[src/rttrk_pkg.sv]
// Shared types, constants and register indexes for the rate tracker.
`default_nettype none

package rttrk_pkg;

  // Defaults and fixed constants
  localparam int WindowLenDef = 8;
  localparam int WarmupMs     = 2000;
  localparam int QDepth       = 2;
  localparam int QPtrW        = 1;
  localparam int QCntW        = 2;

  localparam int InDataW  = 72;
  localparam int OutDataW = 80;
  localparam int CfgAddrW = 3;
  localparam int CfgDataW = 16;

  // Configuration register indexes
  typedef enum logic [CfgAddrW-1:0] {
    CfgScoreThr   = 3'd0,
    CfgRateLow    = 3'd1,
    CfgRateHigh   = 3'd2,
    CfgHitsNeeded = 3'd3,
    CfgMaxGap     = 3'd4,
    CfgContFrac   = 3'd5,
    CfgRelUpdates = 3'd6,
    CfgFreezeTail = 3'd7
  } cfg_idx_e;

  // Configuration register file
  typedef struct packed {
    logic signed [15:0] score_thr;
    logic [15:0]        rate_low;
    logic [15:0]        rate_high;
    logic [6:0]         hits_needed;
    logic [7:0]         max_gap;
    logic [15:0]        rate_tol;
    logic [15:0]        rel_updates;
    logic [15:0]        freeze_tail;
  } cfg_t;

  // Classified update handed from front end to back end
  typedef struct packed {
    logic               frozen;
    logic               above;
    logic [15:0]        rate;
    logic signed [15:0] score;
  } item_t;

  // One result transaction
  typedef struct packed {
    logic               hit;
    logic [6:0]         hit_count;
    logic [15:0]        age_out;
    logic               latched;
    logic               frozen;
    logic [15:0]        event_count;
    logic [15:0]        rate_out;
    logic signed [15:0] score_out;
  } res_t;

endpackage

`default_nettype wire

[src/rttrk_front.sv]
// Front end: freeze tracking and threshold/band classification of each update.
`default_nettype none

module rttrk_front (
  input  logic                clk_i,
  input  logic                rst_ni,
  input  rttrk_pkg::cfg_t     cfg_i,
  input  logic                in_valid_i,
  output logic                in_ready_o,
  input  logic [31:0]         time_ms_i,
  input  logic signed [15:0]  score_fire_i,
  input  logic [15:0]         rate_fire_i,
  input  logic                alert_on_i,
  output logic                q_push_o,
  input  logic                q_full_i,
  output rttrk_pkg::item_t    q_item_o
);

  logic [32:0] freeze_until_q, freeze_until_d;
  logic        armed_q, armed_d;
  logic        accept;
  logic        frozen;
  logic        above;

  assign in_ready_o = ~q_full_i;
  assign accept     = in_valid_i & ~q_full_i;
  assign q_push_o   = accept;

  // Re-arm the freeze window on output activity, then test this update against it
  always_comb begin
    freeze_until_d = freeze_until_q;
    armed_d        = armed_q;
    if (alert_on_i) begin
      freeze_until_d = {1'b0, time_ms_i} + {17'd0, cfg_i.freeze_tail};
      armed_d        = 1'b1;
    end
    frozen = armed_d && ({1'b0, time_ms_i} <= freeze_until_d);
  end

  // Score, warmup and rate band test
  assign above = (score_fire_i >= cfg_i.score_thr) &&
                 (time_ms_i >= 32'(rttrk_pkg::WarmupMs)) &&
                 (rate_fire_i >= cfg_i.rate_low) &&
                 (rate_fire_i <= cfg_i.rate_high);

  always_comb begin
    q_item_o.frozen = frozen;
    q_item_o.above  = above;
    q_item_o.rate   = rate_fire_i;
    q_item_o.score  = score_fire_i;
  end

  // Hold freeze state between transactions
  always_ff @(posedge clk_i or negedge rst_ni) begin
    if (!rst_ni) begin
      freeze_until_q <= '0;
      armed_q        <= 1'b0;
    end else if (accept) begin
      freeze_until_q <= freeze_until_d;
      armed_q        <= armed_d;
    end
  end

endmodule

`default_nettype wire

[src/rttrk_queue.sv]
// Short queue of classified updates between front end and back end.
`default_nettype none

module rttrk_queue (
  input  logic             clk_i,
  input  logic             rst_ni,
  input  logic             push_i,
  input  rttrk_pkg::item_t push_item_i,
  output logic             full_o,
  output logic             valid_o,
  input  logic             pop_i,
  output rttrk_pkg::item_t pop_item_o
);

  rttrk_pkg::item_t                   mem_q [rttrk_pkg::QDepth];
  logic [rttrk_pkg::QPtrW-1:0]        wr_ptr_q, wr_ptr_d;
  logic [rttrk_pkg::QPtrW-1:0]        rd_ptr_q, rd_ptr_d;
  logic [rttrk_pkg::QCntW-1:0]        count_q, count_d;
  logic                               do_pop;

  assign full_o     = (count_q == rttrk_pkg::QCntW'(rttrk_pkg::QDepth));
  assign valid_o    = (count_q != '0);
  assign do_pop     = pop_i & valid_o;
  assign pop_item_o = mem_q[rd_ptr_q];

  // Advance pointers with wrap, track fill level
  always_comb begin
    wr_ptr_d = wr_ptr_q;
    rd_ptr_d = rd_ptr_q;
    count_d  = count_q;
    if (push_i) begin
      wr_ptr_d = (wr_ptr_q == rttrk_pkg::QPtrW'(rttrk_pkg::QDepth - 1)) ? '0 :
                 wr_ptr_q + 1'b1;
    end
    if (do_pop) begin
      rd_ptr_d = (rd_ptr_q == rttrk_pkg::QPtrW'(rttrk_pkg::QDepth - 1)) ? '0 :
                 rd_ptr_q + 1'b1;
    end
    if (push_i && !do_pop) begin
      count_d = count_q + 1'b1;
    end else if (!push_i && do_pop) begin
      count_d = count_q - 1'b1;
    end
  end

  always_ff @(posedge clk_i or negedge rst_ni) begin
    if (!rst_ni) begin
      wr_ptr_q <= '0;
      rd_ptr_q <= '0;
      count_q  <= '0;
    end else begin
      wr_ptr_q <= wr_ptr_d;
      rd_ptr_q <= rd_ptr_d;
      count_q  <= count_d;
    end
  end

  // Store entries
  always_ff @(posedge clk_i) begin
    if (push_i) begin
      mem_q[wr_ptr_q] <= push_item_i;
    end
  end

endmodule

`default_nettype wire

[src/rttrk_back.sv]
// Back end: rate track, hit window ring, event latch and result register.
`default_nettype none

module rttrk_back #(
  parameter int WINDOW_LEN = rttrk_pkg::WindowLenDef
) (
  input  logic             clk_i,
  input  logic             rst_ni,
  input  rttrk_pkg::cfg_t  cfg_i,
  input  logic             q_valid_i,
  output logic             q_pop_o,
  input  rttrk_pkg::item_t q_item_i,
  output logic             out_valid_o,
  input  logic             out_ready_i,
  output rttrk_pkg::res_t  out_res_o
);

  localparam int PosW  = (WINDOW_LEN > 1) ? $clog2(WINDOW_LEN) : 1;
  localparam int HeldW = $clog2(WINDOW_LEN + 1);

  logic [WINDOW_LEN-1:0] ring_q, ring_d;
  logic [PosW-1:0]       pos_q, pos_d;
  logic [HeldW-1:0]      held_q, held_d;
  logic                  tvalid_q, tvalid_d;
  logic [15:0]           trate_q, trate_d;
  logic [15:0]           age_q, age_d;
  logic [7:0]            miss_q, miss_d;
  logic                  latched_q, latched_d;
  logic [15:0]           quiet_q, quiet_d;
  logic [15:0]           events_q, events_d;
  logic                  out_valid_q;
  rttrk_pkg::res_t       res_q, res_d;

  logic [31:0] allow;
  logic [15:0] diff;
  logic        hit;
  logic [8:0]  gap;
  logic        pop;

  // Take the next update when the result register is free or being drained
  assign pop         = q_valid_i & (~out_valid_q | out_ready_i);
  assign q_pop_o     = pop;
  assign out_valid_o = out_valid_q;
  assign out_res_o   = res_q;

  // Continuity bound and rate jump against the current track
  assign allow = 32'(cfg_i.rate_tol) * 32'(trate_q);
  assign diff  = (q_item_i.rate > trate_q) ? (q_item_i.rate - trate_q) :
                 (trate_q - q_item_i.rate);

  // Apply one update to the track, ring and latch
  always_comb begin
    ring_d    = ring_q;
    pos_d     = pos_q;
    held_d    = held_q;
    tvalid_d  = tvalid_q;
    trate_d   = trate_q;
    age_d     = age_q;
    miss_d    = miss_q;
    latched_d = latched_q;
    quiet_d   = quiet_q;
    events_d  = events_q;
    hit       = 1'b0;
    gap       = '0;
    if (!q_item_i.frozen) begin
      // Start, continue or restart the track
      if (q_item_i.above) begin
        if (tvalid_q && ({diff, 16'd0} > allow)) begin
          ring_d  = '0;
          pos_d   = '0;
          held_d  = '0;
          age_d   = '0;
          miss_d  = '0;
        end
        tvalid_d = 1'b1;
        trate_d  = q_item_i.rate;
        hit      = 1'b1;
      end
      // Push hit or miss into the window ring
      if (tvalid_d) begin
        held_d        = held_d + HeldW'(hit) - HeldW'(ring_d[pos_d]);
        ring_d[pos_d] = hit;
        pos_d         = (pos_d == PosW'(WINDOW_LEN - 1)) ? '0 : pos_d + 1'b1;
        if (age_d != 16'hFFFF) begin
          age_d = age_d + 16'd1;
        end
        if (hit) begin
          miss_d = '0;
        end else begin
          gap = {1'b0, miss_d} + 9'd1;
          if (gap > {1'b0, cfg_i.max_gap}) begin
            ring_d   = '0;
            pos_d    = '0;
            held_d   = '0;
            tvalid_d = 1'b0;
            trate_d  = '0;
            age_d    = '0;
            miss_d   = '0;
          end else begin
            miss_d = gap[7:0];
          end
        end
      end
      // Latch on enough hits, release after a quiet run
      if (!latched_q) begin
        if (tvalid_d && (7'(held_d) >= cfg_i.hits_needed)) begin
          latched_d = 1'b1;
          quiet_d   = '0;
        end
      end else begin
        if (q_item_i.above) begin
          quiet_d = '0;
        end else if (quiet_q != 16'hFFFF) begin
          quiet_d = quiet_q + 16'd1;
        end
        if (quiet_d >= cfg_i.rel_updates) begin
          if (events_q != 16'hFFFF) begin
            events_d = events_q + 16'd1;
          end
          latched_d = 1'b0;
          quiet_d   = '0;
        end
      end
    end
    res_d.hit         = hit;
    res_d.hit_count   = 7'(held_d);
    res_d.age_out     = age_d;
    res_d.latched     = latched_d;
    res_d.frozen      = q_item_i.frozen;
    res_d.event_count = events_d;
    res_d.rate_out    = q_item_i.rate;
    res_d.score_out   = q_item_i.score;
  end

  // Tracker state and result valid
  always_ff @(posedge clk_i or negedge rst_ni) begin
    if (!rst_ni) begin
      ring_q      <= '0;
      pos_q       <= '0;
      held_q      <= '0;
      tvalid_q    <= 1'b0;
      trate_q     <= '0;
      age_q       <= '0;
      miss_q      <= '0;
      latched_q   <= 1'b0;
      quiet_q     <= '0;
      events_q    <= '0;
      out_valid_q <= 1'b0;
    end else begin
      if (pop) begin
        ring_q    <= ring_d;
        pos_q     <= pos_d;
        held_q    <= held_d;
        tvalid_q  <= tvalid_d;
        trate_q   <= trate_d;
        age_q     <= age_d;
        miss_q    <= miss_d;
        latched_q <= latched_d;
        quiet_q   <= quiet_d;
        events_q  <= events_d;
      end
      if (pop) begin
        out_valid_q <= 1'b1;
      end else if (out_ready_i) begin
        out_valid_q <= 1'b0;
      end
    end
  end

  // Result payload
  always_ff @(posedge clk_i) begin
    if (pop) begin
      res_q <= res_d;
    end
  end

endmodule

`default_nettype wire

[src/rate_track_m_of_n_latch.sv]
// Rate-tracking M-of-N event latch with output freeze: top level.
//
// Takes one scored update per clock cycle while the queue has room and returns
// one result per update, in order, through a queue entry and then the result
// register. The front end tracks the freeze window and classifies each update,
// a two-entry queue decouples it from the back end, and the back end applies
// the update to the rate track, the hit window ring and the event latch
// combinationally (one 16x16 multiply for the continuity bound), which sustains
// one transaction per cycle when the output is not stalled. A result register
// on the output lets new updates enter while a result waits. Configuration
// writes are accepted in every cycle and must only be issued while no update
// is in flight.
`default_nettype none

module rate_track_m_of_n_latch #(
  parameter int WINDOW_LEN = rttrk_pkg::WindowLenDef
) (
  input  logic                              clk_i,
  input  logic                              rst_ni,
  // tdata: time_ms[31:0], score_fire[47:32], rate_fire[63:48],
  //        alert_on[64], zero[71:65]
  input  logic                              s_axis_tvalid,
  output logic                              s_axis_tready,
  input  logic [rttrk_pkg::InDataW-1:0]     s_axis_tdata,
  // tdata: hit[0], hit_count[7:1], age_out[23:8], latched[24], frozen[25],
  //        event_count[41:26], rate_out[57:42], score_out[73:58], zero[79:74]
  output logic                              m_axis_tvalid,
  input  logic                              m_axis_tready,
  output logic [rttrk_pkg::OutDataW-1:0]    m_axis_tdata,
  // Configuration write channel
  input  logic                              cfg_valid_i,
  output logic                              cfg_ready_o,
  input  logic [rttrk_pkg::CfgAddrW-1:0]    cfg_addr_i,
  input  logic [rttrk_pkg::CfgDataW-1:0]    cfg_data_i
);

  rttrk_pkg::cfg_t  cfg_q, cfg_d;
  rttrk_pkg::item_t push_item, pop_item;
  rttrk_pkg::res_t  res;
  logic             q_push, q_full, q_valid, q_pop;

  assign cfg_ready_o = 1'b1;

  // Decode register writes
  always_comb begin
    cfg_d = cfg_q;
    if (cfg_valid_i) begin
      unique case (rttrk_pkg::cfg_idx_e'(cfg_addr_i))
        rttrk_pkg::CfgScoreThr:   cfg_d.score_thr   = $signed(cfg_data_i);
        rttrk_pkg::CfgRateLow:    cfg_d.rate_low    = cfg_data_i;
        rttrk_pkg::CfgRateHigh:   cfg_d.rate_high   = cfg_data_i;
        rttrk_pkg::CfgHitsNeeded: cfg_d.hits_needed = cfg_data_i[6:0];
        rttrk_pkg::CfgMaxGap:     cfg_d.max_gap     = cfg_data_i[7:0];
        rttrk_pkg::CfgContFrac:   cfg_d.rate_tol    = cfg_data_i;
        rttrk_pkg::CfgRelUpdates: cfg_d.rel_updates = cfg_data_i;
        rttrk_pkg::CfgFreezeTail: cfg_d.freeze_tail = cfg_data_i;
        default:                  cfg_d = cfg_q;
      endcase
    end
  end

  // Hold configuration registers
  always_ff @(posedge clk_i or negedge rst_ni) begin
    if (!rst_ni) begin
      cfg_q.score_thr   <= 16'sd1536;
      cfg_q.rate_low    <= 16'd0;
      cfg_q.rate_high   <= 16'hFFFF;
      cfg_q.hits_needed <= 7'd6;
      cfg_q.max_gap     <= 8'd2;
      cfg_q.rate_tol    <= 16'd6554;
      cfg_q.rel_updates <= 16'd8;
      cfg_q.freeze_tail <= 16'd2000;
    end else begin
      cfg_q <= cfg_d;
    end
  end

  rttrk_front u_front (
    .clk_i           (clk_i),
    .rst_ni          (rst_ni),
    .cfg_i           (cfg_q),
    .in_valid_i      (s_axis_tvalid),
    .in_ready_o      (s_axis_tready),
    .time_ms_i       (s_axis_tdata[31:0]),
    .score_fire_i    ($signed(s_axis_tdata[47:32])),
    .rate_fire_i     (s_axis_tdata[63:48]),
    .alert_on_i      (s_axis_tdata[64]),
    .q_push_o        (q_push),
    .q_full_i        (q_full),
    .q_item_o        (push_item)
  );

  rttrk_queue u_queue (
    .clk_i       (clk_i),
    .rst_ni      (rst_ni),
    .push_i      (q_push),
    .push_item_i (push_item),
    .full_o      (q_full),
    .valid_o     (q_valid),
    .pop_i       (q_pop),
    .pop_item_o  (pop_item)
  );

  rttrk_back #(
    .WINDOW_LEN (WINDOW_LEN)
  ) u_back (
    .clk_i       (clk_i),
    .rst_ni      (rst_ni),
    .cfg_i       (cfg_q),
    .q_valid_i   (q_valid),
    .q_pop_o     (q_pop),
    .q_item_i    (pop_item),
    .out_valid_o (m_axis_tvalid),
    .out_ready_i (m_axis_tready),
    .out_res_o   (res)
  );

  // Pack the result, first field in the lowest bits
  assign m_axis_tdata = {6'd0, res.score_out, res.rate_out, res.event_count,
                         res.frozen, res.latched, res.age_out, res.hit_count,
                         res.hit};

endmodule

`default_nettype wire

[config.mk]
export PLATFORM = sky130hd
export DESIGN_NAME = rate_track_m_of_n_latch
export DESIGN_NICKNAME = d
export VERILOG_FILES = /design/src/rttrk_pkg.sv /design/src/rttrk_front.sv /design/src/rttrk_queue.sv /design/src/rttrk_back.sv /design/src/rate_track_m_of_n_latch.sv
export SDC_FILE = /design/constraint.sdc
export NUM_CORES = 1
export LEC_CHECK = 0
export ABC_CLOCK_PERIOD_IN_PS = 15400
export BUFFER_PORTS_ARGS = -buffer_cell sky130_fd_sc_hd__buf_2
export CORE_MARGIN = 2
export CORE_UTILIZATION = 64
export CTS_BUF_LIST = sky130_fd_sc_hd__clkbuf_8
export CTS_CLUSTER_SIZE = 10
export DETAILED_ROUTE_END_ITERATION = 6
export GPL_ROUTABILITY_DRIVEN = 1
export HOLD_SLACK_MARGIN = 0.1
export PLACE_DENSITY = 0.83
export SYNTH_ARGS = -nofsm -noshare
export SYNTH_HDL_FRONTEND = slang
export SYNTH_SLANG_ARGS = --single-unit
[constraint.sdc]
create_clock -name clk_i -period 15.4 [get_ports clk_i]
set_input_delay 2.31 -clock clk_i [delete_from_list [all_inputs] [get_ports clk_i]]
set_output_delay 2.31 -clock clk_i [all_outputs]
set_load 0.1 [all_outputs]
# After elaboration in Yosys (flattened, before gate mapping)

Memories as Yosys holds them, arrays and structs flattened.
Cells that the tools add are included.

Multipliers: 1
Mux-type cells: 78
Equal/unequal tests: 12
Bitwise gates (word level): 7
Magnitude comparators: 12
Reductions and logical operators: 26
Add/subtract/negate cells: 14

Operators with widths:

| cell                    | count |
|---|---|
| $mux W16                | 24 |
| $mux W8                 | 12 |
| $add A16 B1 Y16 const B | 3 |
| $ge A16 B16 Y1          | 3 |
| $ne A16 B16 Y1 const B  | 3 |
| $add A32 B16 Y33        | 1 |
| $le A32 B33 Y1          | 1 |
| $mux W33                | 1 |
| $ge A32 B11 Y1 const B  | 1 |
| $gt A32 B32 Y1          | 1 |
| $mul A16 B16 Y32        | 1 |
| $mux W4                 | 8 |
| $sub A16 B16 Y16        | 2 |
| $mux W1                 | 21 |
| $mux W3                 | 7 |
| $reduce_and A2 Y1       | 9 |
| $gt A16 B16 Y1          | 1 |
| $le A16 B16 Y1          | 1 |
| $eq A3 B3 Y1 const B    | 5 |
| $add A8 B1 Y9 const B   | 1 |
| $gt A9 B8 Y1            | 1 |
| $logic_and A1 B1 Y1     | 9 |
| $bwmux W8               | 1 |
| $reduce_bool A2 Y1      | 4 |
| other kinds (21)        | 29 |

Memories kept: 1
Output and inout port bits: 83
Flip-flop bits (word level): 310
Word-level logic and storage cells: 183
RAM bits: 68
Bits of input ports: 96

Memories:

| memory        | depth | width | rd ports | clocked after memory_dff | write ports | RTL line          | text |
|---|---|---|---|---|---|---|---|
| u_queue.mem_q | 2     | 34    | 1        | 0                        | 1           | rttrk_queue.sv:15 | `rttrk_pkg::item_t mem_q [rttrk_pkg::QDepth];` |

# Depth between registers and ports, before layout

An unclocked memory read counts as a cell.

Word-level depth: 20
Gate-level depth with buffers: 60
Mapped depth without buffers: 55

# Cells and area by module

Synthesis repeated with hierarchy kept, for this count alone.

Cells, all modules: 3154
Area total of the unflattened synthesis: 31741.7 um^2

Modules (own cells, without submodules):

| module                  | times used | cells an instance | area each (um^2) | sequential area each (um^2) |
|---|---|---|---|---|
| rttrk_back              | 1          | 2184              | 19572.5          | 4384.2 |
| rttrk_front             | 1          | 596               | 4998.5           | 850.8 |
| rate_track_m_of_n_latch | 1          | 252               | 4376.7           | 2821.5 |
| rttrk_queue             | 1          | 122               | 2793.9           | 2142.1 |

# Worst setup path after synthesis

OpenSTA, ideal clock, no wires.

Kind: register -> register
Start point: register u_back.trate_q[3]
End point: register u_back.quiet_q[11]
Path buffers: 6
Data arrival time: 11867 ps
Setup slack: 3397 ps
Data required time: 15264 ps
Library setup time: 136 ps
Cell stages (with the launch flop): 57
Period minus slack after synthesis: 12003 ps
Path through: dfrtp_1 clkbuf_1 clkbuf_1 nand2_1 fa_1 fa_1 fa_1 inv_1 fa_1 fa_1 inv_1 fa_1 inv_1 ha_1 a211oi_1 nor2_1 o21a_1 o21a_1 [21 not listed] nand2_1 nor3_1 nor2_1 o211ai_1 nand2_1 o32ai_1 o21ai_0 ha_1 nand2b_1 a21o_1 a21o_1 a21oi_1 or4_1 nor2_1 o21ai_0 clkbuf_1 clkbuf_1 o21ai_0

Cells in the longest elaborated chain, start to end: 18
Elaborated cells on any way between the ends: 37

Ends and longest elaborated chain:

| what                                                     | RTL line          | text |
|---|---|---|
| start: declaration                                       | rttrk_back.sv:25  | `logic [15:0] trate_q, trate_d;` |
| start signal: assignment                                 | rttrk_back.sv:155 | `trate_q <= trate_d;` |
| branches (longest 2 deep; another with $mul A16 B16 Y32) | -                 |  |
| $gt A32 B32 Y1 (*)                                       | rttrk_back.sv:68  | `if (tvalid_q && ({diff, 16'd0} > allow)) begin` |
| $logic_and A1 B1 Y1 (*)                                  | rttrk_back.sv:68  |  |
| branches (longest 11 deep; another with $add A8 B1 Y9)   | -                 |  |
| $logic_and A1 B1 Y1 (*)                                  | rttrk_back.sv:106 | `if (tvalid_d && (7'(held_d) >= cfg_i.hits_needed)) begin` |
| $reduce_bool A2 Y1 (no line) (*)                         | -                 |  |
| $reduce_and A3 Y1 (no line) (*)                          | -                 |  |
| end signal: assignment                                   | rttrk_back.sv:159 | `quiet_q <= quiet_d;` |
| end: declaration                                         | rttrk_back.sv:29  | `logic [15:0] quiet_q, quiet_d;` |

Every way passes the cells marked *. The select of a mux whose other input is x is not followed.
A chain may end at the register's enable or synchronous reset.

# Worst setup path after layout

Start point: register cfg_q[38] (netlist bit)
End point: register u_back.quiet_q[0]

Cells in the longest elaborated chain, start to end: 17
Elaborated cells on any way between the ends: 33

Ends and longest elaborated chain:

| what                                                   | RTL line                      | text |
|---|---|---|
| start: declaration                                     | rate_track_m_of_n_latch.sv:37 | `rttrk_pkg::cfg_t cfg_q, cfg_d;` |
| start signal: assignment                               | rate_track_m_of_n_latch.sv:74 | `cfg_q <= cfg_d;` |
| $mul A16 B16 Y32 (*)                                   | rttrk_back.sv:47              | `assign allow = 32'(cfg_i.rate_tol) * 32'(trate_q);` |
| $gt A32 B32 Y1 (*)                                     | rttrk_back.sv:68              |  |
| $logic_and A1 B1 Y1 (*)                                | rttrk_back.sv:68              |  |
| branches (longest 11 deep; another with $add A8 B1 Y9) | -                             |  |
| $logic_and A1 B1 Y1 (*)                                | rttrk_back.sv:106             |  |
| $reduce_bool A2 Y1 (no line) (*)                       | -                             |  |
| $reduce_and A3 Y1 (no line) (*)                        | -                             |  |

Marked as above.

==> results.sh <==
export IMPL_status="finished clean"
export IMPL_wl_per_cell_um=19.7
export IMPL_worstPathArrival_ns=14.77
export IMPL_async_flop_share_pct=63.2
export IMPL_cts_buffers=59
export IMPL_synth_top_area_cell="dfrtp_1"
export IMPL_drc=0
export IMPL_maxCapViolCount=0
export IMPL_overflow=0
export IMPL_rsz0062_at_grt="no"
export IMPL_synth_simple_area_share_pct=14.4
export IMPL_grt_pass1_vias=24187
export IMPL_die_area_mm2=0.0487
export IMPL_tns_ns=0
export IMPL_ctsRootBufferMaster="clkbuf_8"
export IMPL_core_area_mm2=0.0465
export IMPL_postCtsResizedCells=0
export IMPL_worst_r2r_endpoint="u_back.quiet_q[0]"
export IMPL_syn_inst=3037
export IMPL_hpwl_um=54900
export IMPL_vias_per_cell=6.11
export IMPL_worstSetupStartpoint="cfg_q[38]"
export IMPL_synth_fa_ha_area_share_pct=25.1
export IMPL_synth_xor_area_share_pct=3.38
export IMPL_worstPathRequired_ns=16.03
export IMPL_ys_ff_latch=378
export IMPL_grt_max_degree=119
export IMPL_slowest_delay_ns=0.83
export IMPL_yosysTopAreaCellShare_pct=17.0
export IMPL_multi_input_area_mm2=0.0180
export IMPL_timing_rr_start="cfg_q[38]"
export IMPL_synth_cell_types=84
export IMPL_grt_pass1_wl_um=121000
export IMPL_initial_core_util_pct=64.6
export IMPL_path_clk_slew_ns=0.06
export IMPL_post_cts_buffers=0
export IMPL_die_width_um=221
export IMPL_synth_edff_count=139
export IMPL_grtUsageTotal_pct=31.8
export IMPL_synth_ff_type="dfrtp_1"
export IMPL_drt_total_wl_um=75200
export IMPL_synthMuxAreaShare_pct=5.86
export IMPL_finalMaxSlewViolations=0
export IMPL_rr_worst_depth=53
export IMPL_timing_critical_path_to="u_back.quiet_q[0]"
export IMPL_fin_crit_sh_pct=91.8
export IMPL_drive_above_1_share_pct=13.5
export IMPL_drt_iter0_markers=1771
export IMPL_ios=179
export IMPL_hold_viol=0
export IMPL_io_buffer_count=161
export IMPL_regToRegSetupSlack_ns=1.26
export IMPL_crit_path_top_delay_cell="nor2b_1"
export IMPL_worstMarginPinSlew_ns=1.18
export IMPL_seq_area_frac_synth_pct=34.0
export IMPL_clk_latency_ns=0.70
export IMPL_setup_viol=0
export IMPL_rows=79
export IMPL_min_period_ns=14.14
export IMPL_worstHoldPathType="flip-flop to flip-flop"
export IMPL_max_freq_ghz=0.0707
export IMPL_start_kind="flip-flop"
export IMPL_syn_area_mm2=0.0300
export IMPL_synth_area_leaders="dfrtp_1, edfxtp_1, fa_1"
export IMPL_die_height_um=221
export IMPL_ys_warnings_count=0
export IMPL_crit_type="flip-flop to flip-flop"
export IMPL_endpoint_kind="flip-flop"
export IMPL_clockBufferDepth=3
export IMPL_tritoncts="yes"
export IMPL_antenna_found_initial=7
export IMPL_cts_hold_buffers=0
export IMPL_cp_common_cell="fa_1"
export IMPL_finalClockSkew_ns=0.0402
export IMPL_fill_cells=3426
export IMPL_vias=23318
export IMPL_synth_top_family_by_area="adder cells"
export IMPL_cts_sinks=378
export IMPL_antenna_left=0
export IMPL_synth_compound_area_share_pct=10.9
export IMPL_seq_area_mm2=0.0102
export IMPL_postSynthAreaPerCell_um2=9.89
export IMPL_htreeDepth=2
export IMPL_nNetsFinal=3735
export IMPL_cp_max_fo=45
export IMPL_firstDrtPassIters=6
export IMPL_syn2layout_area_growth_pct=8.50
export IMPL_max_slew_margin_pct=21.4
export IMPL_gp_congestion=0.934
## placed cells by master, fill, tap and decap left out, drive strengths merged, types with 10 or more instances in the layout
master  synthesis  layout
a22o           20      20
edfxtp        139     139
fa            198     198
nor2          123     123
nand4          46      46
a21o           54      54
a31oi          21      21
nor3           35      35
o31ai          19      19
dfrtp         204     204
a211oi         13      13
mux2          107     107
clkbuf         94      76
or3            12      12
buf            33     177
o21ai         199     199
a21oi         109     109
nand2         338     338
ha            285     285
nor2b          31      31
dfstp          35      35
nor4           19      19
mux2i          51      51
nand2b         30      30
o21bai         10      10
inv           368     393
xor2           41      41
and2          128     128
xnor2          75      75
nand3          54      54
o21a           19      19
conb            2      10
and3           24      24
## metal layers
layer / share of wire, % / track usage, % / vias to the layer above
met5: 0.040 / 0 / -
met4: 4.0 / 14.6 / 4
met3: 8.2 / 5.55 / 195
met2: 49 / 53.5 / 1023
met1: 39 / 40.1 / 11546
li1: - / - / 10550
## cells by family (layout without fill, tap and decap cells)
logic type      Yosys count  in the layout
compound gates          523            523
xor+xnor                116            116
fa+ha+maj               483            483
buf+inv                 497            659
flops                   378            378
mux                     160            160
other cells               2             15
simple gates            878            878
## layout make-up
| type | count | share of cell area (%) |
|---|---|---|
| antenna | 5 | 0.0384 |
| timing repair buffer | 177 | 2.87 |
| clock inverter | 36 | 0.841 |
| multi-input combinational | 2170 | 55.1 |
| sequential | 378 | 31.3 |
| inverter | 370 | 4.27 |
| clock buffer | 76 | 3.21 |
| tap | 607 | 2.33 |
## cell usage after synthesis, types with 17 or more instances
cell,count
mux2_2,106
o21ai_0,194
nor4_1,18
o31ai_1,17
a31oi_1,21
nand2b_1,30
and3_1,24
a21o_1,54
xor2_1,41
ha_1,285
a21oi_1,109
xnor2_1,75
inv_1,368
nand2_1,338
o21a_1,19
nand3_1,53
edfxtp_1,139
buf_2,17
dfrtp_1,204
dfstp_2,35
nor3_1,35
nor2_1,122
mux2i_1,51
and2_1,128
a22o_1,20
nand4_1,45
clkbuf_1,94
fa_1,198
nor2b_1,31
## per-stage QoR
stage               setup WS [ns]  instances  instance area, um2  hold WS [ns]  utilization (%)
global route                0.452       3816               32600         0.512             70.1
detailed placement           1.59       3702               31200         0.469             67.3
global placement             1.83       3702               31200         0.453             67.3
finish                       1.26       3819               32600         0.487             70.1
CTS                          1.47       3814               32600         0.486             70.1
floorplan                    3.40       3045               30100         0.436                -
## critical path: cells and delay by family, from the launching register on
family                   cells  cell delay, ns
buffers and inverters        5            0.47
XOR/XNOR                     2            0.27
flip-flops                   1            0.76
AND/OR/NAND/NOR             19            4.51
AO/OA/AOI/OAI               16            3.32
adder cells (fa/ha/maj)     11            4.73
## registers in the layout, indices dropped and copies added, names as in the netlist
| signal | cells |
|---|---|
| cfg_q | 111 |
| u_back.age_q | 16 |
| u_back.events_q | 16 |
| u_back.held_q | 4 |
| u_back.latched_q | 1 |
| u_back.miss_q | 8 |
| u_back.out_res_o | 71 |
| u_back.out_valid_o | 1 |
| u_back.pos_q | 3 |
| u_back.quiet_q | 16 |
| u_back.ring_q | 8 |
| u_back.trate_q | 16 |
| u_back.tvalid_q | 1 |
| u_front.armed_q | 1 |
| u_front.freeze_until_q | 33 |
| u_queue.count_q | 2 |
| u_queue.mem_q | 68 |
| u_queue.rd_ptr_q | 1 |
| u_queue.wr_ptr_q | 1 |
## worst min path at each step
stage	startpoint	endpoint	slack, ns	cells past startpoint
finish	u_front.freeze_until_q[23]	u_front.freeze_until_q[23]	0.49	2
detailed placement	u_front.armed_q	u_front.armed_q	0.47	1
global placement	u_front.armed_q	u_front.armed_q	0.45	1
global route	u_front.freeze_until_q[21]	u_front.freeze_until_q[21]	0.51	1
CTS	u_front.armed_q	u_front.armed_q	0.49	1
floorplan	u_front.armed_q	u_front.armed_q	0.44	1
Power is not shown: default switching activity piles up to over one toggle a cycle in this logic, so the estimate is an artifact.
